$ cat config.mk
export PLATFORM = sky130hd
export DESIGN_NAME = edd16_diffuse
export DESIGN_NICKNAME = d
export VERILOG_FILES = /design/src/rtl/edd16_pkg.sv /design/src/rtl/edd16_diffuse.sv
export SDC_FILE = /design/constraint.sdc
export NUM_CORES = 1
export LEC_CHECK = 0
export BUFFER_PORTS_ARGS = -buffer_cell sky130_fd_sc_hd__buf_4
export CAP_MARGIN = 5
export CORE_ASPECT_RATIO = 0.7
export CORE_MARGIN = 4
export CORE_UTILIZATION = 40
export CTS_CLUSTER_SIZE = 25
export DETAILED_ROUTE_END_ITERATION = 7
export HOLD_SLACK_MARGIN = 0.15
export PLACE_DENSITY = 0.61
export SLEW_MARGIN = 20
export SYNTH_ARGS = -nofsm -noshare
export SYNTH_HDL_FRONTEND = slang
export SYNTH_SLANG_ARGS = --single-unit
$ cat constraint.sdc
create_clock -name clock -period 21.1 [get_ports clock]
set_input_delay 4.22 -clock clock [delete_from_list [all_inputs] [get_ports clock]]
set_output_delay 4.22 -clock clock [all_outputs]
set_load 0.02 [all_outputs]
$ cat src/rtl/edd16_pkg.sv
package edd16_pkg;

   localparam int MAX_WIDTH    = 1024;
   localparam int MAX_HEIGHT   = 4096;
   localparam int COL_W        = $clog2(MAX_WIDTH);
   localparam int ROW_W        = $clog2(MAX_HEIGHT);
   localparam int PIX_W        = 8;
   localparam int LEVEL_W      = 4;
   localparam int ERR_W        = 11;
   localparam int VALUE_W      = 12;
   localparam int PROD_W       = 14;
   localparam int WIDTH_REG_W  = 11;
   localparam int HEIGHT_REG_W = 13;
   localparam int CSR_DATA_W   = 13;

   localparam logic [LEVEL_W-1:0] LEVEL_MAX = 4'd15;
   localparam logic signed [VALUE_W-1:0] VALUE_TOP = 12'sd240;
   localparam logic signed [PROD_W-1:0] ERR_LO = -14'sd1024;
   localparam logic signed [PROD_W-1:0] ERR_HI = 14'sd1023;

   typedef enum logic [0:0] {
      CSR_IMAGE_WIDTH  = 1'b0,
      CSR_IMAGE_HEIGHT = 1'b1
   } csr_index_type;

   typedef struct packed {
      logic [COL_W-1:0] col;
      logic             last_col;
      logic             last_row;
      logic             first_col;
      logic             first_row;
   } pos_type;

   typedef struct packed {
      logic             valid;
      logic [COL_W-1:0] addr;
      logic [ERR_W-1:0] data;
   } wr_type;

   function automatic logic [COL_W:0] clamp_width(input logic [WIDTH_REG_W-1:0] v);
      logic [COL_W:0] r;
      if (v == '0) begin
         r = (COL_W+1)'(1);
      end else if (v > MAX_WIDTH) begin
         r = (COL_W+1)'(MAX_WIDTH);
      end else begin
         r = (COL_W+1)'(v);
      end
      return r;
   endfunction

   function automatic logic [ROW_W:0] clamp_height(input logic [HEIGHT_REG_W-1:0] v);
      logic [ROW_W:0] r;
      if (v == '0) begin
         r = (ROW_W+1)'(1);
      end else if (v > MAX_HEIGHT) begin
         r = (ROW_W+1)'(MAX_HEIGHT);
      end else begin
         r = (ROW_W+1)'(v);
      end
      return r;
   endfunction

   // divide by 16, truncating toward zero
   function automatic logic signed [PROD_W-1:0] div16(input logic signed [PROD_W-1:0] x);
      logic signed [PROD_W-1:0] b;
      b = x + ((x < 0) ? 14'sd15 : 14'sd0);
      return b >>> 4;
   endfunction

   function automatic logic signed [ERR_W-1:0] sat_err(input logic signed [PROD_W-1:0] x);
      logic signed [ERR_W-1:0] r;
      if (x < ERR_LO) begin
         r = ERR_W'(ERR_LO);
      end else if (x > ERR_HI) begin
         r = ERR_W'(ERR_HI);
      end else begin
         r = ERR_W'(x);
      end
      return r;
   endfunction

   localparam logic [COL_W:0] RESET_WIDTH  = clamp_width(11'd640);
   localparam logic [ROW_W:0] RESET_HEIGHT = clamp_height(13'd480);

endpackage

$ cat src/rtl/edd16_diffuse.sv
module edd16_diffuse (
   input  logic                            clock,
   input  logic                            reset,
   input  logic                            accept,
   input  edd16_pkg::pos_type              pos,
   input  logic [edd16_pkg::PIX_W-1:0]     pixel,
   input  logic [edd16_pkg::ERR_W-1:0]     rd_data,
   input  logic                            rsp_ready,
   output logic                            stage_free,
   output edd16_pkg::wr_type               ram_wr,
   output logic                            rsp_valid,
   output logic [edd16_pkg::PIX_W-1:0]     rsp_pixel,
   output logic                            rsp_frame_end
);
   import edd16_pkg::*;

   logic                     s1_valid_ff, s1_valid_in;
   logic [PIX_W-1:0]         s1_pix_ff;
   pos_type                  s1_pos_ff;
   logic                     byp_valid_ff, byp_valid_in;
   logic [ERR_W-1:0]         byp_data_ff, byp_data_in;
   logic signed [ERR_W-1:0]  rc_ff, rc_in;
   logic signed [ERR_W-1:0]  p0_ff, p0_in;
   logic signed [ERR_W-1:0]  p1_ff, p1_in;
   wr_type                   hold_ff, hold_in;
   logic                     rsp_valid_ff, rsp_valid_in;
   logic [PIX_W-1:0]         rsp_pixel_ff;
   logic                     rsp_frame_end_ff;

   logic                     advance;
   logic                     commit;
   logic signed [ERR_W-1:0]  above;
   logic signed [ERR_W-1:0]  carry;
   logic signed [ERR_W-1:0]  acc;
   logic signed [VALUE_W-1:0] value;
   logic [LEVEL_W-1:0]       level;
   logic signed [VALUE_W-1:0] err;
   logic signed [PROD_W-1:0] err_x;
   logic signed [PROD_W-1:0] share7, share5, share3, share1;
   logic signed [ERR_W-1:0]  below_left;
   logic signed [ERR_W-1:0]  p0_next;
   wr_type                   new_a, new_b;

   assign advance    = !rsp_valid_ff || rsp_ready;
   assign commit     = s1_valid_ff && advance;
   assign stage_free = !s1_valid_ff || advance;

   // quantise and split the error
   always_comb begin
      above  = s1_pos_ff.first_row ? '0 :
               (byp_valid_ff ? $signed(byp_data_ff) : $signed(rd_data));
      carry  = s1_pos_ff.first_col ? '0 : rc_ff;
      acc    = sat_err(PROD_W'(carry) + PROD_W'(above));
      value  = $signed({(VALUE_W-PIX_W)'(0), s1_pix_ff}) + VALUE_W'(acc);
      if (value < 0) begin
         level = '0;
      end else if (value >= VALUE_TOP) begin
         level = LEVEL_MAX;
      end else begin
         level = value[LEVEL_W+3:4];
      end
      err    = value - $signed({(VALUE_W-LEVEL_W-4)'(0), level, 4'b0000});
      err_x  = PROD_W'(err);
      share7 = div16(err_x * 14'sd7);
      share5 = div16(err_x * 14'sd5);
      share3 = div16(err_x * 14'sd3);
      share1 = div16(err_x);
      below_left = sat_err(PROD_W'(p0_ff) + share3);
      p0_next    = sat_err(PROD_W'(p1_ff) + share5);
   end

   always_comb begin
      rc_in = rc_ff;
      p0_in = p0_ff;
      p1_in = p1_ff;
      new_a = '0;
      new_b = '0;
      if (commit) begin
         rc_in = s1_pos_ff.last_col ? '0 : sat_err(share7);
         if (!s1_pos_ff.last_row) begin
            new_a.valid = !s1_pos_ff.first_col;
            new_a.addr  = s1_pos_ff.col - COL_W'(1);
            new_a.data  = $unsigned(below_left);
            if (s1_pos_ff.last_col) begin
               new_b.valid = 1'b1;
               new_b.addr  = s1_pos_ff.col;
               new_b.data  = $unsigned(p0_next);
               p0_in       = '0;
               p1_in       = '0;
            end else begin
               p0_in = p0_next;
               p1_in = sat_err(share1);
            end
         end else begin
            p0_in = '0;
            p1_in = '0;
         end
      end
   end

   // one write port: an end-of-row pixel leaves its second write in the hold register
   always_comb begin
      if (hold_ff.valid) begin
         ram_wr  = hold_ff;
         hold_in = new_a.valid ? new_a : new_b;
      end else begin
         ram_wr  = new_a.valid ? new_a : new_b;
         hold_in = (new_a.valid && new_b.valid) ? new_b : '0;
      end
   end

   // forward writes that have not reached the line buffer yet
   always_comb begin
      byp_valid_in = byp_valid_ff;
      byp_data_in  = byp_data_ff;
      if (accept) begin
         priority if (hold_in.valid && (hold_in.addr == pos.col)) begin
            byp_valid_in = 1'b1;
            byp_data_in  = hold_in.data;
         end else if (ram_wr.valid && (ram_wr.addr == pos.col)) begin
            byp_valid_in = 1'b1;
            byp_data_in  = ram_wr.data;
         end else begin
            byp_valid_in = 1'b0;
         end
      end
   end

   always_comb begin
      s1_valid_in = s1_valid_ff;
      if (accept) begin
         s1_valid_in = 1'b1;
      end else if (commit) begin
         s1_valid_in = 1'b0;
      end
      rsp_valid_in = rsp_valid_ff;
      if (commit) begin
         rsp_valid_in = 1'b1;
      end else if (rsp_ready) begin
         rsp_valid_in = 1'b0;
      end
   end

   always_ff @(posedge clock) begin
      if (reset) begin
         s1_valid_ff  <= 1'b0;
         rsp_valid_ff <= 1'b0;
         hold_ff      <= '0;
         byp_valid_ff <= 1'b0;
         rc_ff        <= '0;
         p0_ff        <= '0;
         p1_ff        <= '0;
      end else begin
         s1_valid_ff  <= s1_valid_in;
         rsp_valid_ff <= rsp_valid_in;
         hold_ff      <= hold_in;
         byp_valid_ff <= byp_valid_in;
         rc_ff        <= rc_in;
         p0_ff        <= p0_in;
         p1_ff        <= p1_in;
      end
   end

   always_ff @(posedge clock) begin
      byp_data_ff <= byp_data_in;
      if (accept) begin
         s1_pix_ff <= pixel;
         s1_pos_ff <= pos;
      end
      if (commit) begin
         rsp_pixel_ff     <= {level, 4'b0000};
         rsp_frame_end_ff <= s1_pos_ff.last_col && s1_pos_ff.last_row;
      end
   end

   assign rsp_valid     = rsp_valid_ff;
   assign rsp_pixel     = rsp_pixel_ff;
   assign rsp_frame_end = rsp_frame_end_ff;

endmodule

==> results.toml <==
[status]
status = "completed"

[yosys]
synth_area_mm2 = 0.00995
synth_largest_area_cell = "ha_1"
synth_edf_count = 38
synth.most_common_cell = "nor2_1"
ys_ff_latch = 93
synthCells = 1207
synth_commonest_cells = "117 x nor2_1, 100 x ha_1, 91 x nand2_1"
synth_top_area_share_pct = 12.6
async_flop_share_pct = 0
ys.flop_type = "dfxtp_1"
syn_area_per_cell_um2 = 8.24
yosys_warnings = 0
ys_types = 93
ys_top_cells_by_area = "ha_1 13%, edfxtp_1 11%, dfxtp_1 11%"
synth-seq-area-share_pct = 22.5

[worst_hold_path]
hold_start = "rc_ff[3]"
hold_class = "register to register"
hold_path_depth = 2

[routing]
dr_total_vias = 8971
wire_per_inst_um = 18.4
ant_nets = 0
drt_pass1_iterations = 5
drtIter0Drc = 970
wirelength_mm = 29.2
drc = 0
avgViaCountPerCell = 5.65

[clocking]
clock-sinks = 93
cts_tree = "done"
clock_latency_ns = 0.36
cts-buffers-inserted = 9
clockBufferDepth = 2
root_buffer = "clkbuf_16"
cts.reportedPaths.clkPinSlew_ns = 0.07
h-tree-depth = 3

[global_route]
first_global_vias = 8082
gr-usage-all-layers_pct = 20.8
grt_pass1_wl_mm = 46.1
grt_antenna_before_repair = 0
globalRouteOverflowTotal = 0
grt_max_degree = 41

[final_layout]
drive_above_1_share_pct = 13.1
final_util_pct = 46.3
multiInputGateArea_mm2 = 0.00722
fin_nets = 1418
area_growth_pct = 11.8
n_fill_cell = 2385
num_antenna_cells = 0
seq_area_mm2 = 0.00224

[timing]
finalHoldViolations = 0
fmax_mhz = 49.2
period_share_pct = 96.4
worst_pin_slew_ns = 0.928
setup_violations = 0
fin_worst_skew_ns = 0.0103
max_slew_margin_pct = 38.0
layout_min_cycle_time_ns = 20.34
slew_violations = 0

[setup_path]
reg2reg_depth = 58
start_kind = "input port"
path_max_fanout = 9
crit_start = "rd_data[0]"
end_kind = "output port"
arrival_ns = 16.12
path_class = "input port to output port"
crit_required_ns = 16.88
critPathTopFamily = "compound AO/OA/AOI/OAI gates"
critPathBufInv = 6
r2r-start = "byp_valid_ff"
cp_slowest_cell = "a2111o_1"
slowest_delay_ns = 0.45
critical_path_depth = 58

[placed_design]
gp_congestion = 0.942
dp_hpwl_mm = 23.4
port_buffers = 65

[die]
core_area_mm2 = 0.0241
die_h_um = 140
die_w_um = 197
io_pins = 70
dieArea_mm2 = 0.0275
start_util_pct = 41.4
rows = 47

[job]
maxCapViolations = 0
## routing by layer
layer	up-vias	global-route usage [%]	wire length, um
li1	4472	-	-
met1	4193	34.6	15700
met2	293	26.5	11000
met3	13	5.47	2310
met4	0	2.97	201
met5	-	0	0
## final cells by class
| class | count | area share, % |
|---|---|---|
| repair buffers | 83 | 5.60 |
| flip-flops and latches | 93 | 20.2 |
| clock buffers | 9 | 2.02 |
| well taps | 318 | 3.58 |
| inverters | 90 | 3.04 |
| multi-input cells | 988 | 64.9 |
| clock inverters | 7 | 0.720 |
## metrics by stage
step                      TNS, ns  area [um^2]  instances  hold slack, ns  worst slack (ns)
after global routing       -0.301        11100       1588           0.468           -0.0489
final                           0        11100       1588           0.448             0.756
after detailed placement        0        10700       1567           0.441             0.172
after floorplan                 0         9960       1210           0.417              1.74
after CTS                       0        11000       1583           0.451             0.117
after global placement          0        10700       1567           0.436             0.550
## worst register-to-register path, delay by kind of cell, from the launching register on
| family | cells | cell delay, ns |
|---|---|---|
| AOI/OAI and AO/OA | 28 | 6.09 |
| xor gates and xnor gates | 3 | 0.58 |
| adders and majority gates | 10 | 2.90 |
| buffers and inverters | 5 | 0.55 |
| DFF | 1 | 0.74 |
| muxes | 3 | 0.72 |
| and+or+nand+nor | 9 | 1.31 |
## sequential cells by signal, summed over array words and instances (netlist names), 4 cells and up
name	flops
rc_ff	10
p1_ff	9
s1_pix_ff	8
rsp_pixel	4
hold_ff	22
s1_pos_ff	14
byp_data_ff	11
p0_ff	11
## repair_timing
action | CTS | global route
gates resized for setup | 0 | 23
setup endpoints to repair | 0 | 11
hold buffers | 0 | 0
setup buffers | 0 | 5
## cells by family (layout without fill, tap and decap cells)
kind of cell / after synthesis / in the layout / synth area share (%)
DFF: 93 / 93 / 22.5
adders and majority gates: 116 / 116 / 15.8
buffers and inverters: 129 / 189 / 5.48
and+or+nand+nor: 380 / 380 / 19.1
muxes: 45 / 45 / 4.74
AOI/OAI and AO/OA: 340 / 340 / 23.2
xor gates and xnor gates: 103 / 103 / 9.14
other: 1 / 4 / 0.0377
## placed cells by master, fill, tap and decap left out, drive strengths merged, types with 4 or more instances in the layout
cell      n
and3     13
nor3     19
a21o     36
dfxtp    55
mux2     17
a22oi    29
xnor2    58
nand2    91
a21oi    73
o211ai   15
a21boi   12
or4       4
nor4     12
ha      100
o31ai     5
conb      4
inv      93
nor2    117
edfxtp   38
nand4    15
nand2b    5
o22ai     5
mux2i    28
xor2     45
o21bai    9
a221oi    4
nor2b    31
fa       16
a211oi    8
buf      83
and2     14
nand3    36
or2       4
a31o      4
clkbuf    9
o21ai    90
a31oi     4
a22o      7
o21a      9
## path summary, 6_finish.rpt
path / endpoint / slack, ns
worst min-delay path: rc_ff[3] / 0.45
worst max register to register: byp_data_ff[10] / 7.96
worst min register to register: rc_ff[3] / 0.45
worst max-delay path: ram_wr[1] / 0.76
Power is not shown: default switching activity piles up to over one toggle a cycle in this logic, so the estimate is an artifact.
