--- config.mk ---
export PLATFORM = sky130hd
export DESIGN_NAME = edd16_position
export DESIGN_NICKNAME = d
export VERILOG_FILES = /design/src/rtl/edd16_pkg.sv /design/src/rtl/edd16_position.sv
export SDC_FILE = /design/constraint.sdc
export NUM_CORES = 1
export LEC_CHECK = 0
export ABC_AREA = 1
export BUFFER_PORTS_ARGS = -buffer_cell sky130_fd_sc_hd__buf_4
export CAP_MARGIN = 5
export CORE_ASPECT_RATIO = 1.2
export CORE_UTILIZATION = 30
export DETAILED_ROUTE_END_ITERATION = 10
export PLACE_DENSITY_LB_ADDON = 0.2
export SLEW_MARGIN = 15
export SYNTH_ARGS = -nofsm -noshare
export SYNTH_HDL_FRONTEND = slang
export SYNTH_SLANG_ARGS = --single-unit
--- constraint.sdc ---
create_clock -name clock -period 5.4 [get_ports clock]
set_clock_uncertainty 0.2 [all_clocks]
set_input_delay 0.81 -clock clock [delete_from_list [all_inputs] [get_ports clock]]
set_output_delay 0.81 -clock clock [all_outputs]
set_load 0.01 [all_outputs]
--- src/rtl/edd16_pkg.sv ---
package edd16_pkg;

   localparam int MAX_WIDTH    = 1024;
   localparam int MAX_HEIGHT   = 4096;
   localparam int COL_W        = $clog2(MAX_WIDTH);
   localparam int ROW_W        = $clog2(MAX_HEIGHT);
   localparam int PIX_W        = 8;
   localparam int LEVEL_W      = 4;
   localparam int ERR_W        = 11;
   localparam int VALUE_W      = 12;
   localparam int PROD_W       = 14;
   localparam int WIDTH_REG_W  = 11;
   localparam int HEIGHT_REG_W = 13;
   localparam int CSR_DATA_W   = 13;

   localparam logic [LEVEL_W-1:0] LEVEL_MAX = 4'd15;
   localparam logic signed [VALUE_W-1:0] VALUE_TOP = 12'sd240;
   localparam logic signed [PROD_W-1:0] ERR_LO = -14'sd1024;
   localparam logic signed [PROD_W-1:0] ERR_HI = 14'sd1023;

   typedef enum logic [0:0] {
      CSR_IMAGE_WIDTH  = 1'b0,
      CSR_IMAGE_HEIGHT = 1'b1
   } csr_index_type;

   typedef struct packed {
      logic [COL_W-1:0] col;
      logic             last_col;
      logic             last_row;
      logic             first_col;
      logic             first_row;
   } pos_type;

   typedef struct packed {
      logic             valid;
      logic [COL_W-1:0] addr;
      logic [ERR_W-1:0] data;
   } wr_type;

   function automatic logic [COL_W:0] clamp_width(input logic [WIDTH_REG_W-1:0] v);
      logic [COL_W:0] r;
      if (v == '0) begin
         r = (COL_W+1)'(1);
      end else if (v > MAX_WIDTH) begin
         r = (COL_W+1)'(MAX_WIDTH);
      end else begin
         r = (COL_W+1)'(v);
      end
      return r;
   endfunction

   function automatic logic [ROW_W:0] clamp_height(input logic [HEIGHT_REG_W-1:0] v);
      logic [ROW_W:0] r;
      if (v == '0) begin
         r = (ROW_W+1)'(1);
      end else if (v > MAX_HEIGHT) begin
         r = (ROW_W+1)'(MAX_HEIGHT);
      end else begin
         r = (ROW_W+1)'(v);
      end
      return r;
   endfunction

   // divide by 16, truncating toward zero
   function automatic logic signed [PROD_W-1:0] div16(input logic signed [PROD_W-1:0] x);
      logic signed [PROD_W-1:0] b;
      b = x + ((x < 0) ? 14'sd15 : 14'sd0);
      return b >>> 4;
   endfunction

   function automatic logic signed [ERR_W-1:0] sat_err(input logic signed [PROD_W-1:0] x);
      logic signed [ERR_W-1:0] r;
      if (x < ERR_LO) begin
         r = ERR_W'(ERR_LO);
      end else if (x > ERR_HI) begin
         r = ERR_W'(ERR_HI);
      end else begin
         r = ERR_W'(x);
      end
      return r;
   endfunction

   localparam logic [COL_W:0] RESET_WIDTH  = clamp_width(11'd640);
   localparam logic [ROW_W:0] RESET_HEIGHT = clamp_height(13'd480);

endpackage

--- src/rtl/edd16_position.sv ---
module edd16_position (
   input  logic                            clock,
   input  logic                            reset,
   input  logic                            accept,
   input  logic                            csr_write,
   input  edd16_pkg::csr_index_type        csr_index,
   input  logic [edd16_pkg::CSR_DATA_W-1:0] csr_data,
   output edd16_pkg::pos_type              pos,
   output logic                            clear_busy,
   output logic [edd16_pkg::COL_W-1:0]     clear_addr
);
   import edd16_pkg::*;

   logic [COL_W-1:0] col_ff, col_in;
   logic [ROW_W-1:0] row_ff, row_in;
   logic [COL_W:0]   width_ff;
   logic [ROW_W:0]   height_ff;
   logic             clear_ff, clear_in;
   logic [COL_W-1:0] clear_addr_ff, clear_addr_in;
   logic             last_col;
   logic             last_row;

   assign last_col = (({1'b0, col_ff}) + (COL_W+1)'(1)) >= width_ff;
   assign last_row = (({1'b0, row_ff}) + (ROW_W+1)'(1)) >= height_ff;

   assign pos.col       = col_ff;
   assign pos.last_col  = last_col;
   assign pos.last_row  = last_row;
   assign pos.first_col = (col_ff == '0);
   assign pos.first_row = (row_ff == '0);

   always_comb begin
      col_in = col_ff;
      row_in = row_ff;
      if (accept) begin
         if (last_col) begin
            col_in = '0;
            row_in = last_row ? '0 : row_ff + ROW_W'(1);
         end else begin
            col_in = col_ff + COL_W'(1);
         end
      end
   end

   // line buffer zero fill after reset
   always_comb begin
      clear_in      = clear_ff;
      clear_addr_in = clear_addr_ff;
      if (clear_ff) begin
         clear_addr_in = clear_addr_ff + COL_W'(1);
         if (clear_addr_ff == COL_W'(MAX_WIDTH - 1)) begin
            clear_in = 1'b0;
         end
      end
   end

   always_ff @(posedge clock) begin
      if (reset) begin
         col_ff        <= '0;
         row_ff        <= '0;
         width_ff      <= RESET_WIDTH;
         height_ff     <= RESET_HEIGHT;
         clear_ff      <= 1'b1;
         clear_addr_ff <= '0;
      end else begin
         col_ff        <= col_in;
         row_ff        <= row_in;
         clear_ff      <= clear_in;
         clear_addr_ff <= clear_addr_in;
         if (csr_write) begin
            unique case (csr_index)
               CSR_IMAGE_WIDTH: begin
                  width_ff <= clamp_width(csr_data[WIDTH_REG_W-1:0]);
               end
               CSR_IMAGE_HEIGHT: begin
                  height_ff <= clamp_height(csr_data[HEIGHT_REG_W-1:0]);
               end
               default: begin
                  width_ff <= width_ff;
               end
            endcase
         end
      end
   end

   assign clear_busy = clear_ff;
   assign clear_addr = clear_addr_ff;

endmodule

==> results of run 1 <==
cell families after synthesis:
logic type | after synthesis | share of synthesized area [%]
AO/OA/AOI/OAI | 61 | 9.663
flip-flops | 57 | 31.36
adder cells (fa/ha/maj) | 29 | 9.973
AND/OR/NAND/NOR | 282 | 34.83
buffers and inverters | 96 | 11.35
XOR/XNOR | 10 | 2.820
flip-flops by register name (all words and copies together), names as in the netlist:
signal and flops:
width_ff 11, clear_addr 10, col_ff 10, clear_busy 1, height_ff 13, row_ff 12
per-stage QoR:
| stage | utilization, % | power (W) | hold slack (ns) | cells |
|---|---|---|---|---|
| floorplan | - | 0.0005256 | 0.2448 | 535 |
| global placement | 34.52 | 0.0005643 | 0.2542 | 716 |
| detailed placement | 34.52 | 0.0005661 | 0.2573 | 716 |
| CTS | 37.01 | 0.001133 | 0.2649 | 732 |
| global route | 37.01 | 0.001168 | 0.2795 | 732 |
| finish | 37.01 | 0.001118 | 0.2645 | 732 |
layer usage:
metal / vias to the layer above / track usage (%) / share of wire [%]
li1: 1787 / - / -
met5: - / 0 / 0
met3: 18 / 2.904 / 2.4
met2: 48 / 26.63 / 49
met4: 0 / 7.589 / 2.6
met1: 1522 / 18.02 / 46
cells in the final DEF, fill, tap and decap left out, types with 8 or more instances in the layout:
master                      instances
sky130_fd_sc_hd__a21oi_1           35
sky130_fd_sc_hd__nand3_1           61
sky130_fd_sc_hd__xor2_1             8
sky130_fd_sc_hd__buf_4             42
sky130_fd_sc_hd__dfxtp_1           57
sky130_fd_sc_hd__nand4_1            9
sky130_fd_sc_hd__nand2_1          134
sky130_fd_sc_hd__clkbuf_16          9
sky130_fd_sc_hd__ha_1              29
sky130_fd_sc_hd__nor2_1            57
sky130_fd_sc_hd__inv_1             72
sky130_fd_sc_hd__o21ai_0            8
power by group:
group / internal [W] / leakage [nW] / switching (W)
sequential: 0.000434 / 0.463 / 0.00000969
combinational: 0.0000441 / 1.38 / 0.0000695
clock: 0.000368 / 0.144 / 0.000193
total: 0.000846 / 1.99 / 0.000272
worst max-delay path, delay by kind of cell, from the launching register on:
family | cells | cell delay, ns
simple gates | 8 | 1.14
fa+ha+maj | 2 | 0.53
flops | 1 | 0.47
buf+inv | 3 | 0.27
compound gates | 1 | 0.11
cell type report:
type / count / area, µm² / share of cell area (%)
Sequential cell: 57 / 1141 / 26.41
Clock buffer: 13 / 250.2 / 5.792
Multi-Input combinational cell: 382 / 2085 / 48.25
Timing Repair Buffer: 42 / 315.3 / 7.298
Clock inverter: 3 / 40.04 / 0.9267
Inverter: 78 / 292.8 / 6.777
Tap cell: 157 / 196.4 / 4.547
worst max-delay path by stage:
stage                     slack, ns  depth (start not counted)     end
after floorplan                2.11                         15  pos[3]
after global placement         1.99                         13  pos[2]
after detailed placement       1.89                         14  pos[3]
after CTS                      1.52                         14  pos[3]
after global routing           1.32                         16  pos[3]
final                          1.55                         14  pos[3]
==> results.md, run 1 <==
* 122.6 µm — floorplan die height
* 4.611 — via count normalized by instance count
* 57 — register bit count reported by yosys
* 259.6 MHz — Peak Freq
* sky130_fd_sc_hd__dfxtp_1 — cell type contributing the most total cell area after synthesis
* 1.990 nW — leakage power summed over all cells
* 0.05 ns — clock transition at the registers of the reported paths
* 9.053 mm — WL final
* sky130_fd_sc_hd__dfxtp_1 — worst-path cell with the longest stage delay
* 4 — number of iterations in the first detailed-routing pass
* 6.716 mm — post-DP HPWL
* 0 — GRT overflow
* 0 ns — Setup TNS
* 3638 µm² — Netlist Area Pre-Place
* 1276 — layout filler cell count
* 3.853 ns — min cycle time layout
* 31.16% — initial cell density of the core
* 4320 µm² — final instance area
* 43 — row count
* 0.09902 mV — Worst IR Drop VDD
* 2 — clk buf depth
* height_ff[1] — hold-critical path endpoint
* 0 — final setup violation count
* 0 — Post-DRT Antenna Nets
* 11670 µm² — Placeable Area
* 43 — boundary pin count
* sky130_fd_sc_hd__clkbuf_16 — Root Buffer Master
* 13.91% — share of layout cells above drive strength 1
* no — unrepaired setup endpoints after global routing
* 3375 — via count of the routed design
* 0 — count of yosys warnings during synthesis
* 2.84 ns — Crit path arrival time
* reg2reg — Hold Crit Class
* 0 — number of antenna violations at the first check in global routing
* 3097 — via count of the first global-routing pass
* sky130_fd_sc_hd__nand2_1 — most common cell in the netlist
* ha_1 -> nand3_2 -> nor3_2 -> nand3_1 -> nand2_1 -> inv_2 -> ha_1 -> nand2_1 -> nand2_1 -> a21oi_2 -> nand2_1 -> nor2_4 -> inv_1 -> buf_4 — critical-path cell list
* output port — kind of end point of the critical path
* 31.36% — proportion of netlist area held by the largest area contributor
* height_ff[1] — hold path start
* 535 — Post-Syn Instances
* 3 — total number of H-tree levels
* 0 — number of setup buffers added after CTS
* 33 — maximum number of pins on one net before global-route repair
* 2 — Cells on Worst Hold Path
* 4.39 ns — CP required
* 71.35% — Final Cycle Share
* row_ff[5] — capture point of the worst reg-to-reg path
* 12 — highest fanout seen on the critical path
* 12.37 µm — drt wl/cell
* 18.74% — Syn-to-layout area delta
* 42 — PortBufs
* col_ff[0] — CP startpoint
* 0 — number of flops mapped to enable cells by yosys
* 38.54% — tightest slew margin relative to the limit
* 0 — number of max-slew violations in the final report
* reg2out — Setup CP Type
* 38 — distinct cell type count of the synthesized netlist
* 617 — net count of the finished layout
* 16 — count of cells along the worst register-to-register path
* 57 — clock tree sinks
* 0 — Hold Vio Cnt, Final
* 1.887 ns — worst slack at placement
* 0.8266 — Routability Congestion
* 4030 µm² — post-place instance area
* 9 — total clock buffers created by CTS
* 134 x sky130_fd_sc_hd__nand2_1, 72 x sky130_fd_sc_hd__inv_1, 61 x sky130_fd_sc_hd__nand3_1 — synth cell count leaders
* sky130_fd_sc_hd__nand2_1 — Critical Path Most Common Cell
* 6.801 µm² — Avg Cell Area, Syn
* 2.42 ns — worst setup slack for register-to-register paths
* 118 — number of DRC violations after detailed-routing iteration 0
* finished clean — outcome
* 258.7 nW/µm² — power density over the cells
* 12570 µm² — die area
* 31.36% — sequential fraction of the synthesis area
* 0 — number of cells upsized or downsized after cts
* sky130_fd_sc_hd__dfxtp_1 31%, sky130_fd_sc_hd__nand2_1 14%, sky130_fd_sc_hd__ha_1 10% — top area cells in the synthesized netlist
* col_ff[0] — start of the worst register-to-register path
* 582 — post-synth net total
* built — CTS tree
* 102.5 µm — chip width
* 0% — asr flop ratio synth
* 0 — number of diodes
* 1.547 ns — worst setup margin
* 0.9209 ns — pin slew with the least headroom to its limit
* 0 — max cap viols
* 0 — DRC violation count after routing
* sky130_fd_sc_hd__dfxtp_1 — prevailing post-synth register cell
* 0.33 ns — source-to-sink clock delay at the later pin of the worst-skew pair
* 0 — number of hold buffers added after cts
* 15.41% — total routing resource utilization after global routing
* 14.77 mm — first-pass GRT wire length
* 0.47 ns — Crit path largest cell delay
* flip-flop — element type at the critical path start
(Power assumes the default switching activity.)
==> inputs of run 2 (changes only) <==
- clock period: 5.4 -> 3.9 ns (I/O delays scaled with it)
==> results.md, run 2 (same netlist as run 1, synthesis figures left out) <==
* 0 — Post-DRT Antenna Nets, unchanged
* 274.6 MHz — Peak Freq
* 134 x sky130_fd_sc_hd__nand2_1, 72 x sky130_fd_sc_hd__inv_1, 61 x sky130_fd_sc_hd__nand3_1, 57 x sky130_fd_sc_hd__nor2_1, 57 x sky130_fd_sc_hd__dfxtp_1 — leading cell types in the layout, fill and taps excluded
* 57 — clock tree sinks, unchanged
* 14 — number of stages on the worst setup path, unchanged
* 43 — row count, unchanged
* 4030 µm² — post-place instance area, unchanged
* 0 — Hold Vio Cnt, Final, unchanged
* 0 — number of cells upsized or downsized after cts, unchanged
* 10.1% — Comb pwr share, about the same
* height_ff — Top reg by flops
* 0.1340 mV — Worst IR Drop VDD, +35%
* sky130_fd_sc_hd__clkbuf_16 — Root Buffer Master
* 0.001184 W — internal power, +40%
* 31.16% — initial cell density of the core, unchanged
* height_ff x13, row_ff x12, width_ff x11 — Regs by FF count
* 12570 µm² — die area, unchanged
* 0.32 ns — source-to-sink clock delay at the later pin of the worst-skew pair, about the same
* built — CTS tree
* col_ff[0] — start of the worst register-to-register path
* 4.607 — via count normalized by instance count, about the same
* 13 — max FFs per register, unchanged
* flip-flop — element type at the critical path start
* 9 — total clock buffers created by CTS, unchanged
* sky130_fd_sc_hd__nand2_1 — most frequent standard cell in the layout excluding fill and tap cells
* 2 — clk buf depth, unchanged
* 3 — total number of H-tree levels, unchanged
* 0.05 ns — clock transition at the registers of the reported paths, about the same
* 42 — PortBufs, unchanged
* 93.38% — Final Cycle Share
* 113 — number of DRC violations after detailed-routing iteration 0, -4.2%
* 3.12 ns — CP required, -1.27 ns
* output port — kind of end point of the critical path
* 0.8266 — Routability Congestion, unchanged
* 6.734 mm — post-DP HPWL, +0.25%
* ha_1 -> nand3_2 -> nor3_2 -> nand3_1 -> nand2_1 -> inv_2 -> ha_1 -> nand2_1 -> nand2_1 -> a21oi_2 -> nand2_1 -> nor2_4 -> inv_1 -> buf_4 — critical-path cell list
* 18.91% — Syn-to-layout area delta
* 0 — number of setup buffers added after CTS, unchanged
* row_ff[5] — capture point of the worst reg-to-reg path
* 0 — number of diodes, unchanged
* sky130_fd_sc_hd__nand2_1 — Critical Path Most Common Cell
* no — unrepaired setup endpoints after global routing
* 122.6 µm — floorplan die height, unchanged
* 39.5% — sequential group share of total power, -0.2 points
* sky130_fd_sc_hd__dfxtp_1 — worst-path cell with the longest stage delay
* 3.642 ns — min cycle time layout
* 359.4 nW/µm² — power density over the cells, +39%
* 0.9044 ns — pin slew with the least headroom to its limit, -0.01653 ns
* 3135 — via count of the first global-routing pass, +1.2%
* col_ff[0] — CP startpoint
* 0 — final setup violation count, unchanged
* finished clean — outcome
* 33 — maximum number of pins on one net before global-route repair, unchanged
* 617 — net count of the finished layout, unchanged
* 14.92 mm — first-pass GRT wire length, +1.0%
* reg2out — Setup CP Type
* 16 — count of cells along the worst register-to-register path, unchanged
* 23.82% — switching share of total power, -0.50 points
* 14.11% — share of layout cells above drive strength 1, +0.20 points
* 15.53% — total routing resource utilization after global routing, +0.12 points
* 12.39 µm — drt wl/cell, +0.19%
* 2.86 ns — Crit path arrival time, +0.02 ns
* 102.5 µm — chip width, unchanged
* 4327 µm² — final instance area, +0.14%
* 12 — highest fanout seen on the critical path, unchanged
* 39.64% — tightest slew margin relative to the limit, +1.1 points
* 0 ns — Setup TNS, unchanged
* 3368 — via count of the routed design, -0.21%
* 0.47 ns — Crit path largest cell delay, about the same
* 0.0003704 W — switching power, +36%
* 11670 µm² — Placeable Area, unchanged
* 0.2661 ns — Hold WS, +0.001603 ns
* 0 — number of antenna violations at the first check in global routing, unchanged
* 0 — number of max-slew violations in the final report, unchanged
* 0 — DRC violation count after routing, unchanged
* simple AND/OR/NAND/NOR gates — family of cells with the greatest summed delay on the critical path
* 9.058 mm — WL final, about the same
* 0.90 ns — worst setup slack for register-to-register paths, -1.52 ns
* 0 — number of hold buffers added after cts, unchanged
* 0 — max cap viols, unchanged
* 3 — buffer and inverter count on the worst path, unchanged
* 1.995 nW — leakage power summed over all cells, +0.24%
* 43 — boundary pin count, unchanged
* reg2reg — Hold Crit Class
* pos[3] — termination of the worst setup path
* 0 — GRT overflow, unchanged
* 4 — number of iterations in the first detailed-routing pass, unchanged
* 50.4% — clock network fraction of design power, +0.2 points
run 2: cell types whose count changed in the layout (fill, tap and decap cells not counted), sizes merged:
cell / change
clkbuf: -1
run 2: metrics by stage:
step	instances	setup slack [ns]	total power [W]	util [%]
floorplan	535	0.8362	0.0007278	-
global placement	716	0.7194	0.0007813	34.52
detailed placement	716	0.6227	0.0007841	34.52
CTS	731	0.2554	0.001579	37.06
global route	731	0.006213	0.001627	37.06
finish	731	0.2581	0.001555	37.06
run 2: power by group through the flow:
stage	registers (W)	logic [W]	clock network, W
finish	0.000614	0.000157	0.000783
global route	0.000616	0.000181	0.000831
CTS	0.000614	0.000159	0.000806
detailed placement	0.000626	0.000158	0
global placement	0.000625	0.000156	0
floorplan	0.000624	0.000103	0
run 2: metal layers:
layer / global-route usage [%] / up-vias / wire, µm
met5: 0 / - / 0
met4: 6.429 / 0 / 139
met3: 3.018 / 13 / 221
met2: 27.00 / 42 / 4555
met1: 18.43 / 1523 / 4143
li1: - / 1790 / -
run 2: worst min path at each step:
stage	start	end	slack, ns	depth (start not counted)
after floorplan	width_ff[1]	width_ff[1]	0.24	2
after global placement	width_ff[8]	width_ff[8]	0.25	2
after detailed placement	width_ff[5]	width_ff[5]	0.26	2
after CTS	height_ff[4]	height_ff[4]	0.27	2
after global routing	height_ff[11]	height_ff[11]	0.28	2
final	height_ff[1]	height_ff[1]	0.27	2
run 2: area by class of cell:
class	instances	area, µm²
fill	1246	7348
multi-input combinational	382	2085
sequential	57	1141
timing repair buffer	42	315.3
inverter	78	292.8
clock buffer	12	256.5
tap	157	196.4
clock inverter	3	40.04
run 2: worst min-delay path, cell delays in order (launching register included):
cell,delay [ns]
sky130_fd_sc_hd__dfxtp_1,0.30
sky130_fd_sc_hd__nand2_1,0.06
sky130_fd_sc_hd__a21oi_1,0.05
==> inputs of run 3 (changes only) <==
==> constraint.sdc (replaced) <==
create_clock -name clock -period 3.9 [get_ports clock]
set_clock_uncertainty 0.2 [all_clocks]
set_input_delay 0.39 -clock clock [delete_from_list [all_inputs] [get_ports clock]]
set_output_delay 0.39 -clock clock [all_outputs]
set_load 0.01 [all_outputs]
==> results.md, run 3 (same netlist as run 1, synthesis figures left out) <==
* sky130_fd_sc_hd__nand2_1 — most frequent standard cell in the layout excluding fill and tap cells
* 4 — number of iterations in the first detailed-routing pass, unchanged
* 0.05 ns — clock transition at the registers of the reported paths, about the same
* 37.19% — Post-Route Utilization, +0.13 points
* 0.8266 — Routability Congestion, unchanged
* 42 — PortBufs, unchanged
* 57 — clock tree sinks, unchanged
* 31.16% — initial cell density of the core, unchanged
* 2 — clk buf depth, unchanged
* 4.567 — via count normalized by instance count, -0.88%
* 14.26% — share of layout cells above drive strength 1, +0.15 points
* 0 — Hold Vio Cnt, Final, unchanged
* 0.2097 mV — Worst IR Drop VDD, +56%
* 13 — max FFs per register, unchanged
* ha_1 -> nand3_2 -> nor3_2 -> nand3_1 -> nand2_1 -> inv_2 -> ha_1 -> nand2_1 -> inv_1 -> nand2_1 -> nor2_1 -> nand2_1 -> nand2_1 -> nor2_4 -> inv_1 -> buf_4 — critical-path cell list
* 0.8792 ns — pin slew with the least headroom to its limit, -0.02524 ns
* 0 — number of setup buffers added after CTS, unchanged
* 33 — maximum number of pins on one net before global-route repair, unchanged
* 134 x sky130_fd_sc_hd__nand2_1, 72 x sky130_fd_sc_hd__inv_1, 61 x sky130_fd_sc_hd__nand3_1, 57 x sky130_fd_sc_hd__nor2_1, 57 x sky130_fd_sc_hd__dfxtp_1 — leading cell types in the layout, fill and taps excluded
* sky130_fd_sc_hd__dfxtp_1 — worst-path cell with the longest stage delay
* reg2out — Setup CP Type
* 3343 — via count of the routed design, -0.74%
* 15.51% — total routing resource utilization after global routing, -0.022 points
* 128 — number of DRC violations after detailed-routing iteration 0, +13%
* 6.704 mm — post-DP HPWL, -0.44%
* 368.5 nW/µm² — power density over the cells, +2.6%
* 0 — number of hold buffers added after cts, unchanged
* 0 — DRC violation count after routing, unchanged
* 3094 — via count of the first global-routing pass, -1.3%
* 19.33% — Syn-to-layout area delta
* 3.428 ns — min cycle time layout, -0.2139 ns
* 0 — number of cells upsized or downsized after cts, unchanged
* height_ff x13, row_ff x12, width_ff x11 — Regs by FF count
* height_ff — Top reg by flops
* 0 — Post-DRT Antenna Nets, unchanged
* 0 — max cap viols, unchanged
* in2reg — Hold Crit Class
* 0.47 ns — Crit path largest cell delay, about the same
* 1141 µm² — area of all sequential standard cells, unchanged
* sky130_fd_sc_hd__clkbuf_16 — Root Buffer Master
* 0 — number of antenna violations at the first check in global routing, unchanged
* output port — kind of end point of the critical path
* 0 — number of diodes, unchanged
* 14.83 mm — first-pass GRT wire length, -0.64%
* 0 — final setup violation count, unchanged
* 2085 µm² — multi-input logic area, unchanged
* sky130_fd_sc_hd__nand2_1 — Critical Path Most Common Cell
* 122.6 µm — floorplan die height, unchanged
* 3 — Cells on Worst Hold Path, +1
* 87.90% — Final Cycle Share, -5.5 points
* 0 — GRT overflow, unchanged
* 1.999 nW — leakage power summed over all cells, +0.19%
* 43 — boundary pin count, unchanged
* 11670 µm² — Placeable Area, unchanged
* 1272 — layout filler cell count, +2.1%
* built — CTS tree
* 41.32% — tightest slew margin relative to the limit, +1.7 points
* flip-flop — element type at the critical path start
* 3.31 ns — CP required, +0.19 ns
* 0 — number of max-slew violations in the final report, unchanged
* 617 — net count of the finished layout, unchanged
* 2.84 ns — Crit path arrival time, -0.02 ns
* 12570 µm² — die area, unchanged
* 102.5 µm — chip width, unchanged
* 18 — count of cells along the worst register-to-register path, +2
* 43 — row count, unchanged
* 0 ns — Setup TNS, unchanged
* 291.7 MHz — Peak Freq, +6.2%
* 0.33 ns — source-to-sink clock delay at the later pin of the worst-skew pair, about the same
* 9 — total clock buffers created by CTS, unchanged
* finished clean — outcome
* 3 — total number of H-tree levels, unchanged
* no — unrepaired setup endpoints after global routing
* 12 — highest fanout seen on the critical path, unchanged
* 8.956 mm — WL final, -1.1%
* 12.23 µm — drt wl/cell, -1.3%
## run 3: cell count changes in the layout (fill, tap and decap cells not counted), sizes merged
cell and delta:
clkbuf -2, clkinv +1, clkinvlp +1, bufinv +1
## run 3: area by class of cell
cell class / count / area share, %
tap: 157 / 4.524
multi-input combinational: 382 / 48.01
timing repair buffer: 42 / 7.262
clock inverter: 6 / 1.902
inverter: 78 / 6.744
clock buffer: 10 / 5.274
sequential: 57 / 26.28
## run 3: worst paths after layout
kind	start	end	slack, ns
setup / recovery	col_ff[0]	pos[3]	0.47
hold / removal	csr_data[11]	height_ff[11]	0.13
setup reg to reg	col_ff[0]	row_ff[5]	0.93
hold reg to reg	height_ff[2]	height_ff[2]	0.26
## run 3: through the flow
step	std cells	power, W	area, µm²	setup slack (ns)	hold slack [ns]
floorplan	535	0.0007278	3638	1.031	0.2448
global placement	716	0.0007813	4030	0.9143	0.2542
detailed placement	716	0.0007837	4030	0.8206	0.2569
CTS	732	0.001622	4342	0.4484	0.1226
global route	732	0.001671	4342	0.2072	0.1377
finish	732	0.001600	4342	0.4720	0.1325
## run 3: routing by layer
layer / wire length [µm] / track usage [%]
met1: 4095 / 18.16
met2: 4492 / 27.08
met3: 243 / 3.815
met4: 125 / 5.536
met5: 0 / 0
## run 3: power breakdown
group          internal [W]  leakage (nW)  switching [W]  total [W]
Sequential         0.000600         0.463      0.0000134   0.000614
Clock              0.000555         0.152       0.000275   0.000830
Combinational     0.0000611          1.38      0.0000951   0.000156
Total               0.00122          2.00       0.000384    0.00160
## run 3: critical path: cells and delay by family (launching register included)
kind / cells / cell delay (ns)
DFF: 1 / 0.47
and+or+nand+nor: 10 / 1.20
adders and majority gates: 2 / 0.53
buffers and inverters: 4 / 0.32
